<file path="config.mk">
export PLATFORM = sky130hd
export DESIGN_NAME = crst_ctrl
export DESIGN_NICKNAME = d
export VERILOG_FILES = /design/src/hw/rtl/catmull_rom_spline_tessellator_defines.svh /design/src/hw/rtl/crst_pkg.sv /design/src/hw/rtl/crst_ctrl.sv
export SDC_FILE = /design/constraint.sdc
export NUM_CORES = 1
export LEC_CHECK = 0
export ABC_AREA = 1
export BUFFER_PORTS_ARGS = -buffer_cell sky130_fd_sc_hd__clkbuf_2
export CAP_MARGIN = 15
export CORE_UTILIZATION = 30
export CTS_CLUSTER_DIAMETER = 30
export CTS_CLUSTER_SIZE = 8
export DETAILED_ROUTE_END_ITERATION = 7
export PLACE_DENSITY = 0.56
export SYNTH_ARGS = -nofsm -noshare
export SYNTH_HDL_FRONTEND = slang
export SYNTH_SLANG_ARGS = --single-unit
export TNS_END_PERCENT = 1
</file>
<file path="constraint.sdc">
create_clock -name clk_i -period 1.3 [get_ports clk_i]
set_clock_uncertainty 0.05 [all_clocks]
set_input_delay 0 -clock clk_i [delete_from_list [all_inputs] [get_ports clk_i]]
set_output_delay 0 -clock clk_i [all_outputs]
set_load 0.05 [all_outputs]
</file>
<file path="src/hw/rtl/catmull_rom_spline_tessellator_defines.svh">
// ----------------------------------------------------------------------------
// Catmull-Rom tessellator assertion macros
// Concurrent check helpers used by the top-level RTL file.
// ----------------------------------------------------------------------------
`ifndef CATMULL_ROM_SPLINE_TESSELLATOR_DEFINES_SVH
`define CATMULL_ROM_SPLINE_TESSELLATOR_DEFINES_SVH
`ifndef SYNTHESIS
`define CRST_ASSERT(lbl, clk, rstn, prop) \
  lbl: assert property (@(posedge clk) disable iff (!rstn) prop) \
    else $error("crst check failed");
`define CRST_NEVER(lbl, clk, rstn, expr) \
  lbl: assert property (@(posedge clk) disable iff (!rstn) !(expr)) \
    else $error("crst forbidden condition");
`else
`define CRST_ASSERT(lbl, clk, rstn, prop)
`define CRST_NEVER(lbl, clk, rstn, expr)
`endif
`endif

</file>
<file path="src/hw/rtl/crst_pkg.sv">
// ----------------------------------------------------------------------------
// Catmull-Rom tessellator package
// Shared types, constants and helpers.
// ----------------------------------------------------------------------------
package crst_pkg;

  localparam int unsigned MaxSegPoints = 64;
  localparam int unsigned CoordW       = 24;
  localparam int unsigned TotalW       = 12;
  localparam int unsigned CountW       = 9;
  localparam int unsigned ShareSteps   = 12;
  localparam int unsigned DivSteps     = 17;
  localparam int unsigned Taps         = 4;

  localparam logic [0:0] RegTotal = 1'b0;
  localparam logic [0:0] RegCount = 1'b1;

  typedef enum logic [3:0] {
    ST_IDLE, ST_SHARE, ST_SEG, ST_CHK, ST_MUL1, ST_MUL2, ST_NUM,
    ST_DINIT, ST_DIV, ST_MAC, ST_OUT, ST_SHIFT
  } state_e;

  typedef struct packed {
    logic       load_in;
    logic       share_init;
    logic       share_step;
    logic       seg_setup;
    logic       mul1;
    logic       mul2;
    logic       num;
    logic       div_init;
    logic       div_step;
    logic       mac_step;
    logic       mac_first;
    logic [1:0] mac_idx;
    logic       out_load;
    logic       k_next;
    logic       shift;
  } cmd_t;

  typedef struct packed {
    logic curve_first;
    logic seg_active;
    logic n_zero;
    logic k_last;
    logic out_free;
  } sts_t;

  function automatic logic [CoordW-1:0] sat24(input logic signed [27:0] v);
    logic [CoordW-1:0] r;
    if (v > 28'sd8388607) begin
      r = 24'h7FFFFF;
    end else if (v < -28'sd8388608) begin
      r = 24'h800000;
    end else begin
      r = v[CoordW-1:0];
    end
    return r;
  endfunction

endpackage

</file>
<file path="src/hw/rtl/crst_ctrl.sv">
// ----------------------------------------------------------------------------
// Catmull-Rom tessellator controller
// Sequences share division, segment setup and the per-point evaluation.
// ----------------------------------------------------------------------------
module crst_ctrl (
  input  logic          clk_i,
  input  logic          rst_ni,
  input  logic          in_valid_i,
  output logic          in_ready_o,
  input  crst_pkg::sts_t sts_i,
  output crst_pkg::cmd_t cmd_o
);

  crst_pkg::state_e state_q, state_d;
  logic [4:0] cnt_q, cnt_d;

  always_ff @(posedge clk_i or negedge rst_ni) begin
    if (!rst_ni) begin
      state_q <= crst_pkg::ST_IDLE;
      cnt_q   <= '0;
    end else begin
      state_q <= state_d;
      cnt_q   <= cnt_d;
    end
  end

  always_comb begin
    state_d    = state_q;
    cnt_d      = cnt_q;
    cmd_o      = '0;
    in_ready_o = 1'b0;
    unique case (state_q)
      crst_pkg::ST_IDLE: begin
        in_ready_o = 1'b1;
        if (in_valid_i) begin
          cmd_o.load_in = 1'b1;
          cnt_d = '0;
          if (sts_i.curve_first) begin
            cmd_o.share_init = 1'b1;
            state_d = crst_pkg::ST_SHARE;
          end else begin
            state_d = crst_pkg::ST_SEG;
          end
        end
      end
      crst_pkg::ST_SHARE: begin
        cmd_o.share_step = 1'b1;
        cnt_d = cnt_q + 5'd1;
        if (cnt_q == 5'(crst_pkg::ShareSteps - 1)) begin
          state_d = crst_pkg::ST_SEG;
        end
      end
      crst_pkg::ST_SEG: begin
        if (sts_i.seg_active) begin
          cmd_o.seg_setup = 1'b1;
          state_d = crst_pkg::ST_CHK;
        end else begin
          state_d = crst_pkg::ST_SHIFT;
        end
      end
      crst_pkg::ST_CHK: begin
        state_d = sts_i.n_zero ? crst_pkg::ST_SHIFT : crst_pkg::ST_MUL1;
      end
      crst_pkg::ST_MUL1: begin
        cmd_o.mul1 = 1'b1;
        state_d = crst_pkg::ST_MUL2;
      end
      crst_pkg::ST_MUL2: begin
        cmd_o.mul2 = 1'b1;
        state_d = crst_pkg::ST_NUM;
      end
      crst_pkg::ST_NUM: begin
        cmd_o.num = 1'b1;
        state_d = crst_pkg::ST_DINIT;
      end
      crst_pkg::ST_DINIT: begin
        cmd_o.div_init = 1'b1;
        cnt_d = '0;
        state_d = crst_pkg::ST_DIV;
      end
      crst_pkg::ST_DIV: begin
        cmd_o.div_step = 1'b1;
        cnt_d = cnt_q + 5'd1;
        if (cnt_q == 5'(crst_pkg::DivSteps - 1)) begin
          cnt_d = '0;
          state_d = crst_pkg::ST_MAC;
        end
      end
      crst_pkg::ST_MAC: begin
        cmd_o.mac_step  = 1'b1;
        cmd_o.mac_first = (cnt_q == 5'd0);
        cmd_o.mac_idx   = cnt_q[1:0];
        cnt_d = cnt_q + 5'd1;
        if (cnt_q == 5'(crst_pkg::Taps - 1)) begin
          state_d = crst_pkg::ST_OUT;
        end
      end
      crst_pkg::ST_OUT: begin
        if (sts_i.out_free) begin
          cmd_o.out_load = 1'b1;
          if (sts_i.k_last) begin
            state_d = crst_pkg::ST_SHIFT;
          end else begin
            cmd_o.k_next = 1'b1;
            state_d = crst_pkg::ST_MUL1;
          end
        end
      end
      crst_pkg::ST_SHIFT: begin
        cmd_o.shift = 1'b1;
        state_d = crst_pkg::ST_IDLE;
      end
      default: state_d = crst_pkg::ST_IDLE;
    endcase
  end

endmodule

</file>
Word-level counts from Yosys, hierarchy flattened
Cells that the tools add are included.

Flip-flop bits (word level): 9. Output and inout port bits: 17. Bits of input ports: 8.

Mux-type cells: 30. Add/subtract/negate cells: 1. Eq/ne operators: 19. Reductions and logical operators: 6.

Operator list (number): 4-bit one-hot mux with 11 select lines (1); 4-bit 2-to-1 mux (9); 5-bit one-hot mux with 4 select lines (1); 4-bit by 3-bit equality test with 1-bit output, second input constant (4); 4-bit equality test, second input constant (4); 1-bit 2-to-1 mux (12); 2-bit 2-to-1 mux (5); 5-bit 2-to-1 mux (2); 2-bit != test, second input constant (5); 4-bit by 2-bit equality test with 1-bit output, second input constant (2); 5-bit by 1-bit adder with 5-bit output, second input constant (1); 5-bit by 2-bit equality test with 1-bit output, second input constant (1); 5-bit by 4-bit equality test with 1-bit output, second input constant (1); 5-bit equality test, second input constant (1); 5-bit logical NOT (1); 5-bit AND reduction (1); 4-bit by 1-bit equality test with 1-bit output, second input constant (1); 4-bit logical NOT (1); 4-bit nonzero test (1); 2-bit AND reduction (1); 2-bit OR reduction (1).

Depth between registers and ports, before layout
Gate-level depths: netlist (run 1).

Word-level depth: 4. Mapped depth: 9.

Worst setup path before layout (run 1)
Ideal clock, no wire load.

Kind: register -> output. Start: register state_q[0]. End: output cmd_o[1] (netlist bit). Arrival time: 1880 ps. Required time: 1250 ps. Stages on the path, launching flop included: 4. Slack: -630 ps. Path through: dfrtp_1 -> nor2_1 -> nand2_1 -> nor3_1.

RTL lines: from (decl) (RTL line crst_ctrl.sv:14) `crst_pkg::state_e state_q, state_d;`; from (signal assigned) (RTL line crst_ctrl.sv:19) `state_q <= crst_pkg::ST_IDLE;`; from (signal assigned) (RTL line crst_ctrl.sv:22) `state_q <= state_d;`; to (decl) (RTL line crst_ctrl.sv:11) `output crst_pkg::cmd_t cmd_o`.

==> reports/qor.txt, run 1 <==
# DRC - 0
Avg Inst Size Synth - 6.07 sq um
grt ovf - 0
crit end category - output pin
max_slew headroom - 83.3%
Tightest Pin Transition - 0.251 ns
Mapped Cells - 138
met3 GRT Util - 5.28%
met2 usage - 33.1%
CP top delay family - flip-flops
Worst path max stage delay - 0.47 ns
Multi-input gate area - 639 sq um
DR WL/cell - 11.9 um
area grow syn2layout - 90.7%
Post-synth EDFFs - 0
Synth area leader - dfrtp_1
First DRT Iteration DRCs - 12
CORE AREA - 2570 sq um
row cnt - 18
XOR/XNOR Fraction of Synth Area - 3.13%
crit path launch - state_q[0]
Post-Syn Nets - 149
post-synthesis mux area share - 0%
Worst Setup EP - cmd_o[12]
Int Pwr - 1790 uW
fillers - 241
FFs w/ async S/R, synth - 100%
DR pass1 iterations - 4
Synth Flop Type - dfrtp_1
CP max-delay cell - dfrtp_2
H-tree Lvls - 1
Final Hold Fails - 0
YS warnings - 0
CTS Buffer Depth - 2
Initial Util - 32.7%
clock power share - 6.1%
FF-to-FF Start - state_q[2]
Min-Delay Path Class - input port to flop
antenna-violating nets left - 0
most frequent cell after synthesis - nand2_1
final instance area - 1600 sq um
HPWL after DPL - 1.87 mm
crit share post-route - 116%
Tot Pwr - 3670 uW
RSZ-0062 raised after global routing - true
Critical Path Start Type - flop
CTS tree - yes
Die X - 54.9 um
Final GP Congestion - 0.912
Final Max Tran Viols - 0
Combinational Power Share - 79.2%
clock sinks - 9
Max Cap Viol - 0
Fmax achieved - 664 MHz
Hold Crit Depth - 4
cells taking the most area after synthesis - dfrtp_1 (27%), nand2_1 (16%), inv_1 (13%)
Post-synth top cells - nand2_1 (35), inv_1 (28), nor2_1 (23)
largest family of logic cells by synthesized area - simple AND/OR/NAND/NOR gates
share of the synthesized area in the top cell type - 26.9%
maximum VDD drop - 1.36 mV
Worst R2R End - state_q[0]
Vias/cell - 4.64
latest clock arrival within the worst-skew pair - 0.27 ns
CP arrival - 1.46 ns
violated checks - setup timing
WS Path Type - flop to output pin
CP cell instances - buf_6, nor2_4, buf_6, nand2_2, nor2_4, buf_8
first-pass GRT wire length - 4.22 mm
largest net degree at the start of global routing - 10
critical path depth - 6
Worst-path clk slew - 0.06 ns
Netlist Area Pre-Place - 838 sq um
Ports - 25
CP Buf/Inv Count - 3
vias post-DR - 1048
power per cell area - 2300 nW/um^2
endpoints failing setup - 22
initial antenna violation count - 0
CTS Buf Count - 3
Net Sw Power - 1880 uW
Die ar. - 3010 sq um
sequential area share after synthesis - 26.9%
Compound-Gate Fraction of Synth Area - 7.91%
Reg2Reg Setup Slack - -0.17 ns
Synth Area in Adders - 4.48%
PortBufs - 24
FF+latch area - 229 sq um
crit-path max FO - 6
Flop pwr share - 14.7%
post-synthesis register bit count - 9
Distinct cells, synth - 22
ANT cells - 0
fin crit period - 1.51 ns
GR Util met1 - 26.0%
placed cell areas - 1190 sq um
sw frac - 51.2%
Final WS setup - -0.205 ns
share of cells above drive strength 1 - 50.5%
FF-to-FF path depth - 8
Routed WL - 2.69 mm
Post-Synth Simple-Gate Area - 44.6%
worst path required time - 1.25 ns
vias in the first global route - 942
grt peak-use layer - met2
die height - 54.9 um
Layout Nets - 208
Global Route Usage Sum - 20.1%
status - complete, but fails checks
Pleak - 0.000848 uW
clock root cell - clkbuf_4
-- routing by layer --
layer	part of all wire (%)	up-vias	wire length [um]
met3	3.8	4	102
met2	50	21	1340
met1	45	478	1210
li1	-	545	-
met4	1.8	0	48
met5	0	-	0
-- placed cells by master (no fill, tap or decap), drive strengths merged --
| cell | Yosys | routed |
|---|---|---|
| dfrtp | 9 | 9 |
| nor3 | 2 | 2 |
| inv | 29 | 29 |
| nand3 | 16 | 16 |
| nand2 | 37 | 37 |
| o21bai | 1 | 1 |
| xor2 | 3 | 3 |
| nor4 | 1 | 1 |
| o211ai | 2 | 2 |
| clkbuf | 0 | 19 |
| ha | 3 | 3 |
| dlygate4sd3 | 0 | 1 |
| o21a | 1 | 1 |
| o22ai | 1 | 1 |
| o21ai | 5 | 5 |
| nand3b | 1 | 1 |
| nor2 | 27 | 27 |
| buf | 0 | 38 |
-- worst min path at each step --
stage                  start          to
floorplan             rst_ni    cnt_q[0]
global placement      rst_ni    cnt_q[4]
detailed placement    rst_ni    cnt_q[4]
CTS                 sts_i[2]  state_q[2]
global route        sts_i[0]  state_q[1]
finish              sts_i[0]  state_q[1]
-- cell type report --
cell class | instances | area share, %
sequential | 9 | 14.3
clock buffer | 4 | 1.64
tap | 30 | 2.35
multi-input combinational | 100 | 40.0
inverter | 29 | 6.81
timing repair buffer | 54 | 34.9
-- power by group through the flow --
stage	clock [uW]	combinational, uW	sequential (uW)
after floorplan	0	1380	506
after global placement	0	2090	497
after detailed placement	0	2120	502
after CTS	226	2620	542
after global routing	244	3130	556
final	223	2910	542
-- cells by family after synthesis --
logic type / Yosys count
XOR/XNOR: 3
AND/OR/NAND/NOR: 84
flip-flops: 9
AO/OA/AOI/OAI: 10
adder cells (fa/ha/maj): 3
buffers and inverters: 29
-- flip-flops by register name (all words and copies together) (netlist names) --
signal	cells
cnt_q	5
state_q	4
-- tightest hold or removal path, stage by stage --
cell	delay, ns
clkbuf_2	0.07
inv_1	0.09
nand3_2	0.10
nand2_1	0.05
-- per-stage QoR --
step | hold slack [ns] | TNS, ns | setup WS (ns) | utilization (%) | std cells
2_1_floorplan | -0.346 | -3.18 | -0.216 | - | 138
3_3_place_gp | -0.169 | -0.831 | -0.111 | 46.5 | 213
3_5_place_dp | -0.177 | -0.962 | -0.133 | 46.5 | 213
4_1_cts | 0.00306 | -2.72 | -0.182 | 59.3 | 225
5_1_grt | 0.0713 | -4.96 | -0.278 | 62.3 | 226
6_report | 0.0348 | -3.01 | -0.205 | 62.3 | 226
-- timing repair --
action	in CTS	in global routing
pin swaps	8	12
resized for setup	66	24
setup buffers	7	1
endpoints found under the hold margin	9	0
hold buffers	1	0
endpoints found under the setup margin	26	26
No activity file was read; power rests on OpenSTA's default activity.
==> run 2, diff against run 1 <==
- SETUP_SLACK_MARGIN: not set -> 0.1
==> run 2 against run 1 <==
  * The run still ends with setup timing left
  * Sequential power rose by 2%
  * Total power fell by 1.5%
  * Final area fell by 0.70%
  * Combinational power fell by 2%
  * Critical endpoint is now cmd_o[13]
  * Largest power group unchanged
  * Highest routed layer is now met3
==> reports/qor.txt, run 2 (same netlist as run 1, synthesis figures left out) <==
CP arrival - 1.39 ns (was 1.46 ns)
max reg flops - 5 (unchanged)
row cnt - 18 (unchanged)
Die ar. - 3010 sq um (unchanged)
WS Path Type - flop to output pin (unchanged)
violated checks - setup timing (unchanged)
initial antenna violation count - 0 (unchanged)
maximum VDD drop - 1.50 mV (was 1.36 mV)
Vias/cell - 4.48 (was 4.64)
Max Cap Viol - 0 (unchanged)
critical path depth - 6 (unchanged)
Combinational Power Share - 78.7% (was 79.2%)
H-tree Lvls - 1 (unchanged)
share of cells above drive strength 1 - 50.0% (was 50.5%)
CORE AREA - 2570 sq um (unchanged)
ANT cells - 0 (unchanged)
Hold Crit Depth - 4 (unchanged)
utilization after layout - 61.8% (was 62.3%)
largest net degree at the start of global routing - 10 (unchanged)
FF-to-FF path depth - 9 (was 8)
Global Route Usage Sum - 17.4% (was 20.1%)
endpoints failing setup - 26 (was 22)
HPWL after DPL - 1.84 mm (was 1.87 mm)
crit-path max FO - 6 (unchanged)
Pleak - 0.000844 uW (was 0.000848 uW)
most frequent cells in the layout - nand2_1 (30), buf_4 (24), inv_1 (21) (was nand2_1 (28), inv_1 (22), buf_4 (22))
Ports - 25 (unchanged)
RSZ-0062 raised after global routing - true (unchanged)
clock root cell - clkbuf_4 (unchanged)
CP cell instances - inv_2, nor2_4, buf_6, inv_4, nor3_4, buf_8 (was buf_6, nor2_4, buf_6, nand2_2, nor2_4, buf_8)
sw frac - 50.7% (was 51.2%)
crit end category - output pin (unchanged)
area grow syn2layout - 89.4% (was 90.7%)
DR WL/cell - 10.5 um (was 11.9 um)
crit share post-route - 111% (was 116%)
Worst-path clk slew - 0.05 ns (was 0.06 ns)
antenna-violating nets left - 0 (unchanged)
grt ovf - 0 (unchanged)
Routed WL - 2.37 mm (was 2.69 mm)
PortBufs - 24 (unchanged)
Layout Cells excl Fill - 226 (unchanged)
worst path required time - 1.25 ns (about the same)
Tightest Pin Transition - 0.265 ns (was 0.251 ns)
Net Sw Power - 1830 uW (was 1880 uW)
Final Max Tran Viols - 0 (unchanged)
# DRC - 0 (unchanged)
power per cell area - 2280 nW/um^2 (was 2300 nW/um^2)
Placed Cells incl. Taps - 217 (was 213)
Die X - 54.9 um (unchanged)
max_slew headroom - 82.2% (was 83.3%)
CP max-delay cell - dfrtp_2 (unchanged)
latest clock arrival within the worst-skew pair - 0.27 ns (about the same)
Critical Path Start Type - flop (unchanged)
clock power share - 6.0% (was 6.1%)
CP top delay family - flip-flops (unchanged)
largest register by flop count - cnt_q (unchanged)
status - complete, but fails checks (unchanged)
Fmax achieved - 696 MHz (was 664 MHz)
Worst path max stage delay - 0.45 ns (was 0.47 ns)
Final GP Congestion - 0.820 (was 0.912)
Final WS setup - -0.138 ns (was -0.205 ns)
Hold WS - 0.0276 ns (was 0.0348 ns)
DR pass1 iterations - 4 (unchanged)
Largest regs - cnt_q x5, state_q x4 (unchanged)
Min-Delay Path Class - input port to flop (unchanged)
commonest non-fill, non-tap cell in the layout - nand2_1 (unchanged)
fin crit period - 1.44 ns (was 1.51 ns)
Flop pwr share - 15.3% (was 14.7%)
First DRT Iteration DRCs - 12 (unchanged)
Int Pwr - 1790 uW (about the same)
CTS Buffer Depth - 2 (unchanged)
Initial Util - 32.7% (unchanged)
Final Hold Fails - 0 (unchanged)
die height - 54.9 um (unchanged)
CTS Buf Count - 3 (unchanged)
vias post-DR - 1013 (was 1048)
vias in the first global route - 891 (was 942)
Layout Nets - 208 (unchanged)
CTS tree - yes (unchanged)
clock sinks - 9 (unchanged)
Reg2Reg Setup Slack - -0.13 ns (was -0.17 ns)
first-pass GRT wire length - 3.66 mm (was 4.22 mm)
CP Buf/Inv Count - 4 (was 3)
run 2: cell counts in the layout (fill, tap and decap cells not counted):
No cell type changed its count.
run 2: worst min-delay path: stages:
cell,delay (ns)
clkbuf_2,0.09
nor4_1,0.05
nor2_1,0.10
nor2_1,0.06
run 2: timing repair:
action / CTS / global route
endpoints found under the setup margin: 26 / 26
gates resized for setup: 55 / 27
hold buffers: 1 / 0
pin swaps: 7 / 8
endpoints found under the hold margin: 9 / 0
cloned: 0 / 0
setup buffers: 3 / 1
run 2: through the flow:
stage	instance area [sq um]	power, uW	TNS, ns	setup WS (ns)
floorplan	887	1930	-1.74	-0.182
global placement	1230	2690	-1.10	-0.143
detailed placement	1230	2720	-1.20	-0.126
CTS	1510	3410	-2.88	-0.170
global route	1590	3910	-4.44	-0.238
finish	1590	3620	-2.49	-0.138
run 2: path summary, 6_finish.rpt:
kind	to	from
worst max-delay path	cmd_o[13]	state_q[0]
worst min-delay path	state_q[2]	sts_i[2]
worst max register to register	state_q[1]	state_q[2]
worst min register to register	cnt_q[3]	cnt_q[3]
max in group asynchronous	state_q[2]	rst_ni
min in group asynchronous	cnt_q[4]	rst_ni
run 2: per-layer routing:
metal	global-route usage, %	wire length, um
met4	3.42	0
met5	0	0
met3	5.83	94
met2	26.3	1090
met1	23.7	1180
run 2: area by class of cell:
type,count,area [sq um]
clock buffer,4,26.3
fill,244,980
timing repair buffer,54,546
tap,30,37.5
inverter,29,114
sequential,9,230
multi-input combinational,100,634
run 2: power by group through the flow:
stage / Sequential, uW / Combinational [uW] / Clock, uW
2_1_floorplan: 519 / 1420 / 0
3_3_place_gp: 515 / 2180 / 0
3_5_place_dp: 520 / 2200 / 0
4_1_cts: 542 / 2640 / 228
5_1_grt: 571 / 3090 / 243
6_report: 555 / 2850 / 217
==> run 3, diff against run 2 <==
- CORE_MARGIN: not set -> 1.5
- RECOVER_POWER: not set -> 100
==> run 3 against run 2 <==
  * The run still ends with setup timing left
  * Clock power is 2% higher
  * Count of clock-buffer cells in the layout stayed put
  * Final cell count is 0.44% higher
  * Hold slack better by 0.050 ns
  * Wire length is 10% higher
  * Final area is 1.8% higher
  * Sequential share of layout area is 0.26 points lower
  * Sequential power is 0.9% lower
  * Register-to-register slack worse by 0.03 ns
  * Non-clock buffer count is 1 higher
  * Via count is 7.3% higher
  * Critical path type unchanged
  * Highest routed layer is now met4
==> reports/qor.txt, run 3 (same netlist as run 1, synthesis figures left out) <==
status - complete, but fails checks (unchanged)
violated checks - setup timing (unchanged)
max_slew headroom - 64.7% (was 82.2%)
clock root cell - clkbuf_4 (unchanged)
largest net degree at the start of global routing - 10 (unchanged)
grt ovf - 0 (unchanged)
Hold WS - 0.0776 ns (was 0.0276 ns)
endpoints failing setup - 26 (unchanged)
commonest non-fill, non-tap cell in the layout - nand2_1 (unchanged)
largest register by flop count - cnt_q (unchanged)
Final WS setup - -0.190 ns (was -0.138 ns)
CTS Buf Count - 3 (unchanged)
routed wl met2 - 1.29 mm (was 1.09 mm)
most frequent cells in the layout - nand2_1 (29), inv_1 (23), buf_4 (22) (was nand2_1 (30), buf_4 (24), inv_1 (21))
vias post-DR - 1087 (was 1013)
Pleak - 0.000856 uW (was 0.000844 uW)
latest clock arrival within the worst-skew pair - 0.26 ns (was 0.27 ns)
CTS tree - yes (unchanged)
CP max-delay cell - dfrtp_2 (unchanged)
First DRT Iteration DRCs - 25 (was 12)
row cnt - 18 (unchanged)
maximum VDD drop - 1.39 mV (was 1.50 mV)
Worst path max stage delay - 0.46 ns (was 0.45 ns)
Layout Nets - 209 (was 208)
top sig layer - met4 (was met3)
Largest regs - cnt_q x5, state_q x4 (unchanged)
Die ar. - 3120 sq um (was 3010 sq um)
worst path required time - 1.25 ns (about the same)
CP Buf/Inv Count - 3 (was 4)
Layout Cells excl Fill - 227 (was 226)
RSZ-0062 raised after global routing - true (unchanged)
Final Hold Fails - 0 (unchanged)
Critical Path Start Type - flop (unchanged)
Vias/cell - 4.79 (was 4.48)
vias in the first global route - 1039 (was 891)
HPWL after DPL - 1.97 mm (was 1.84 mm)
pre-CTS worst setup slack - -0.130 ns (was -0.126 ns)
placed cell areas - 1230 sq um (unchanged)
PortBufs - 24 (unchanged)
fin crit period - 1.49 ns (was 1.44 ns)
max reg flops - 5 (unchanged)
final instance area - 1620 sq um (was 1590 sq um)
Tightest Pin Transition - 0.530 ns (was 0.265 ns)
CP cell instances - inv_2, nor2_4, buf_4, nand2_4, nor2_4, buf_8 (was inv_2, nor2_4, buf_6, inv_4, nor3_4, buf_8)
Global Route Usage Sum - 17.6% (was 17.4%)
H-tree Lvls - 1 (unchanged)
crit end category - output pin (unchanged)
DR pass1 iterations - 4 (unchanged)
crit share post-route - 115% (was 111%)
utilization after layout - 63.0% (was 61.8%)
share of cells above drive strength 1 - 49.2% (was 50.0%)
Max Cap Viol - 0 (unchanged)
first-pass GRT wire length - 4.47 mm (was 3.66 mm)
CTS Buffer Depth - 2 (unchanged)
power per cell area - 2310 nW/um^2 (was 2280 nW/um^2)
Ports - 25 (unchanged)
Routed WL - 2.61 mm (was 2.37 mm)
Worst-path clk slew - 0.06 ns (was 0.05 ns)
antenna-violating nets left - 0 (unchanged)
Final GP Congestion - 0.787 (was 0.820)
Min-Delay Path Class - input port to flop (unchanged)
clock sinks - 9 (unchanged)
Top cell by count, worst path - nor2_4
fillers - 227 (was 244)
met1 WL - 1.17 mm (was 1.18 mm)
crit-path max FO - 6 (unchanged)
initial antenna violation count - 0 (unchanged)
Fmax achieved - 671 MHz (was 696 MHz)
# DRC - 0 (unchanged)
die height - 55.9 um (was 54.9 um)
WS Path Type - flop to output pin (unchanged)
Initial Util - 32.7% (unchanged)
CORE AREA - 2570 sq um (unchanged)
area grow syn2layout - 92.8% (was 89.4%)
met3 wire length - 107 um (was 94 um)
ANT cells - 0 (unchanged)
Die X - 55.9 um (was 54.9 um)
CP arrival - 1.44 ns (was 1.39 ns)
Final Max Tran Viols - 0 (unchanged)
DR WL/cell - 11.5 um (was 10.5 um)
CP top delay family - flip-flops (unchanged)
Placed Cells incl. Taps - 217 (unchanged)
run 3: changes by cell type in the layout (fill, tap and decap cells not counted), moves of 2 or more:
cell / before / now
buf_6: 6 / 9
clkbuf_8: 6 / 2
buf_4: 24 / 22
inv_2: 6 / 4
nand3_2: 1 / 3
inv_1: 21 / 23
buf_8: 8 / 11
run 3: tightest hold or removal path: stages:
cell and delay, ns:
clkbuf_2 0.07, inv_1 0.09, nand3_2 0.12, nand2_1 0.06
run 3: power breakdown:
group          switching (uW)  internal (uW)  total, uW  leakage, uW
combinational            1630           1330       2960     0.000728
sequential                157            392        550     0.000113
clock                     104            119        222    0.0000150
total                    1890           1840       3730     0.000856
run 3: cell type report:
class | count | area [sq um] | share of cell area [%]
Multi-Input combinational cell | 100 | 646 | 39.9
Timing Repair Buffer | 55 | 563 | 34.8
Sequential cell | 9 | 230 | 14.2
Inverter | 29 | 114 | 7.04
Tap cell | 30 | 37.5 | 2.32
Clock buffer | 4 | 26.3 | 1.63
run 3: routing by layer:
| metal | vias up | track usage, % |
|---|---|---|
| met3 | 7 | 5.35 |
| met4 | 0 | 4.42 |
| met1 | 513 | 23.1 |
| li1 | 543 | - |
| met5 | - | 0 |
| met2 | 24 | 28.4 |
run 3: path summary, 6_finish.rpt:
path,cells after the start,end,slack [ns],startpoint
worst min-delay path,4,state_q[1],0.08,sts_i[0]
worst max-delay path,6,cmd_o[5],-0.19,state_q[0]
max in group asynchronous,2,state_q[3],0.65,rst_ni
min in group asynchronous,2,cnt_q[4],0.17,rst_ni
worst min register to register,2,cnt_q[3],0.56,cnt_q[3]
worst max register to register,10,state_q[1],-0.16,state_q[3]
run 3: per-stage QoR:
step                setup TNS, ns  power (uW)
floorplan                   -1.74        1930
global placement            -1.19        2710
detailed placement          -1.24        2750
CTS                         -2.72        3470
global route                -5.02        4030
finish                      -2.90        3730
run 3: what timing repair did:
action | CTS | global route
hold buffers | 2 | 0
pin swaps | 7 | 6
buffers inserted | 3 | 1
resized for setup | 58 | 31
endpoints found under the setup margin | 26 | 26
endpoints found under the hold margin | 10 | 0
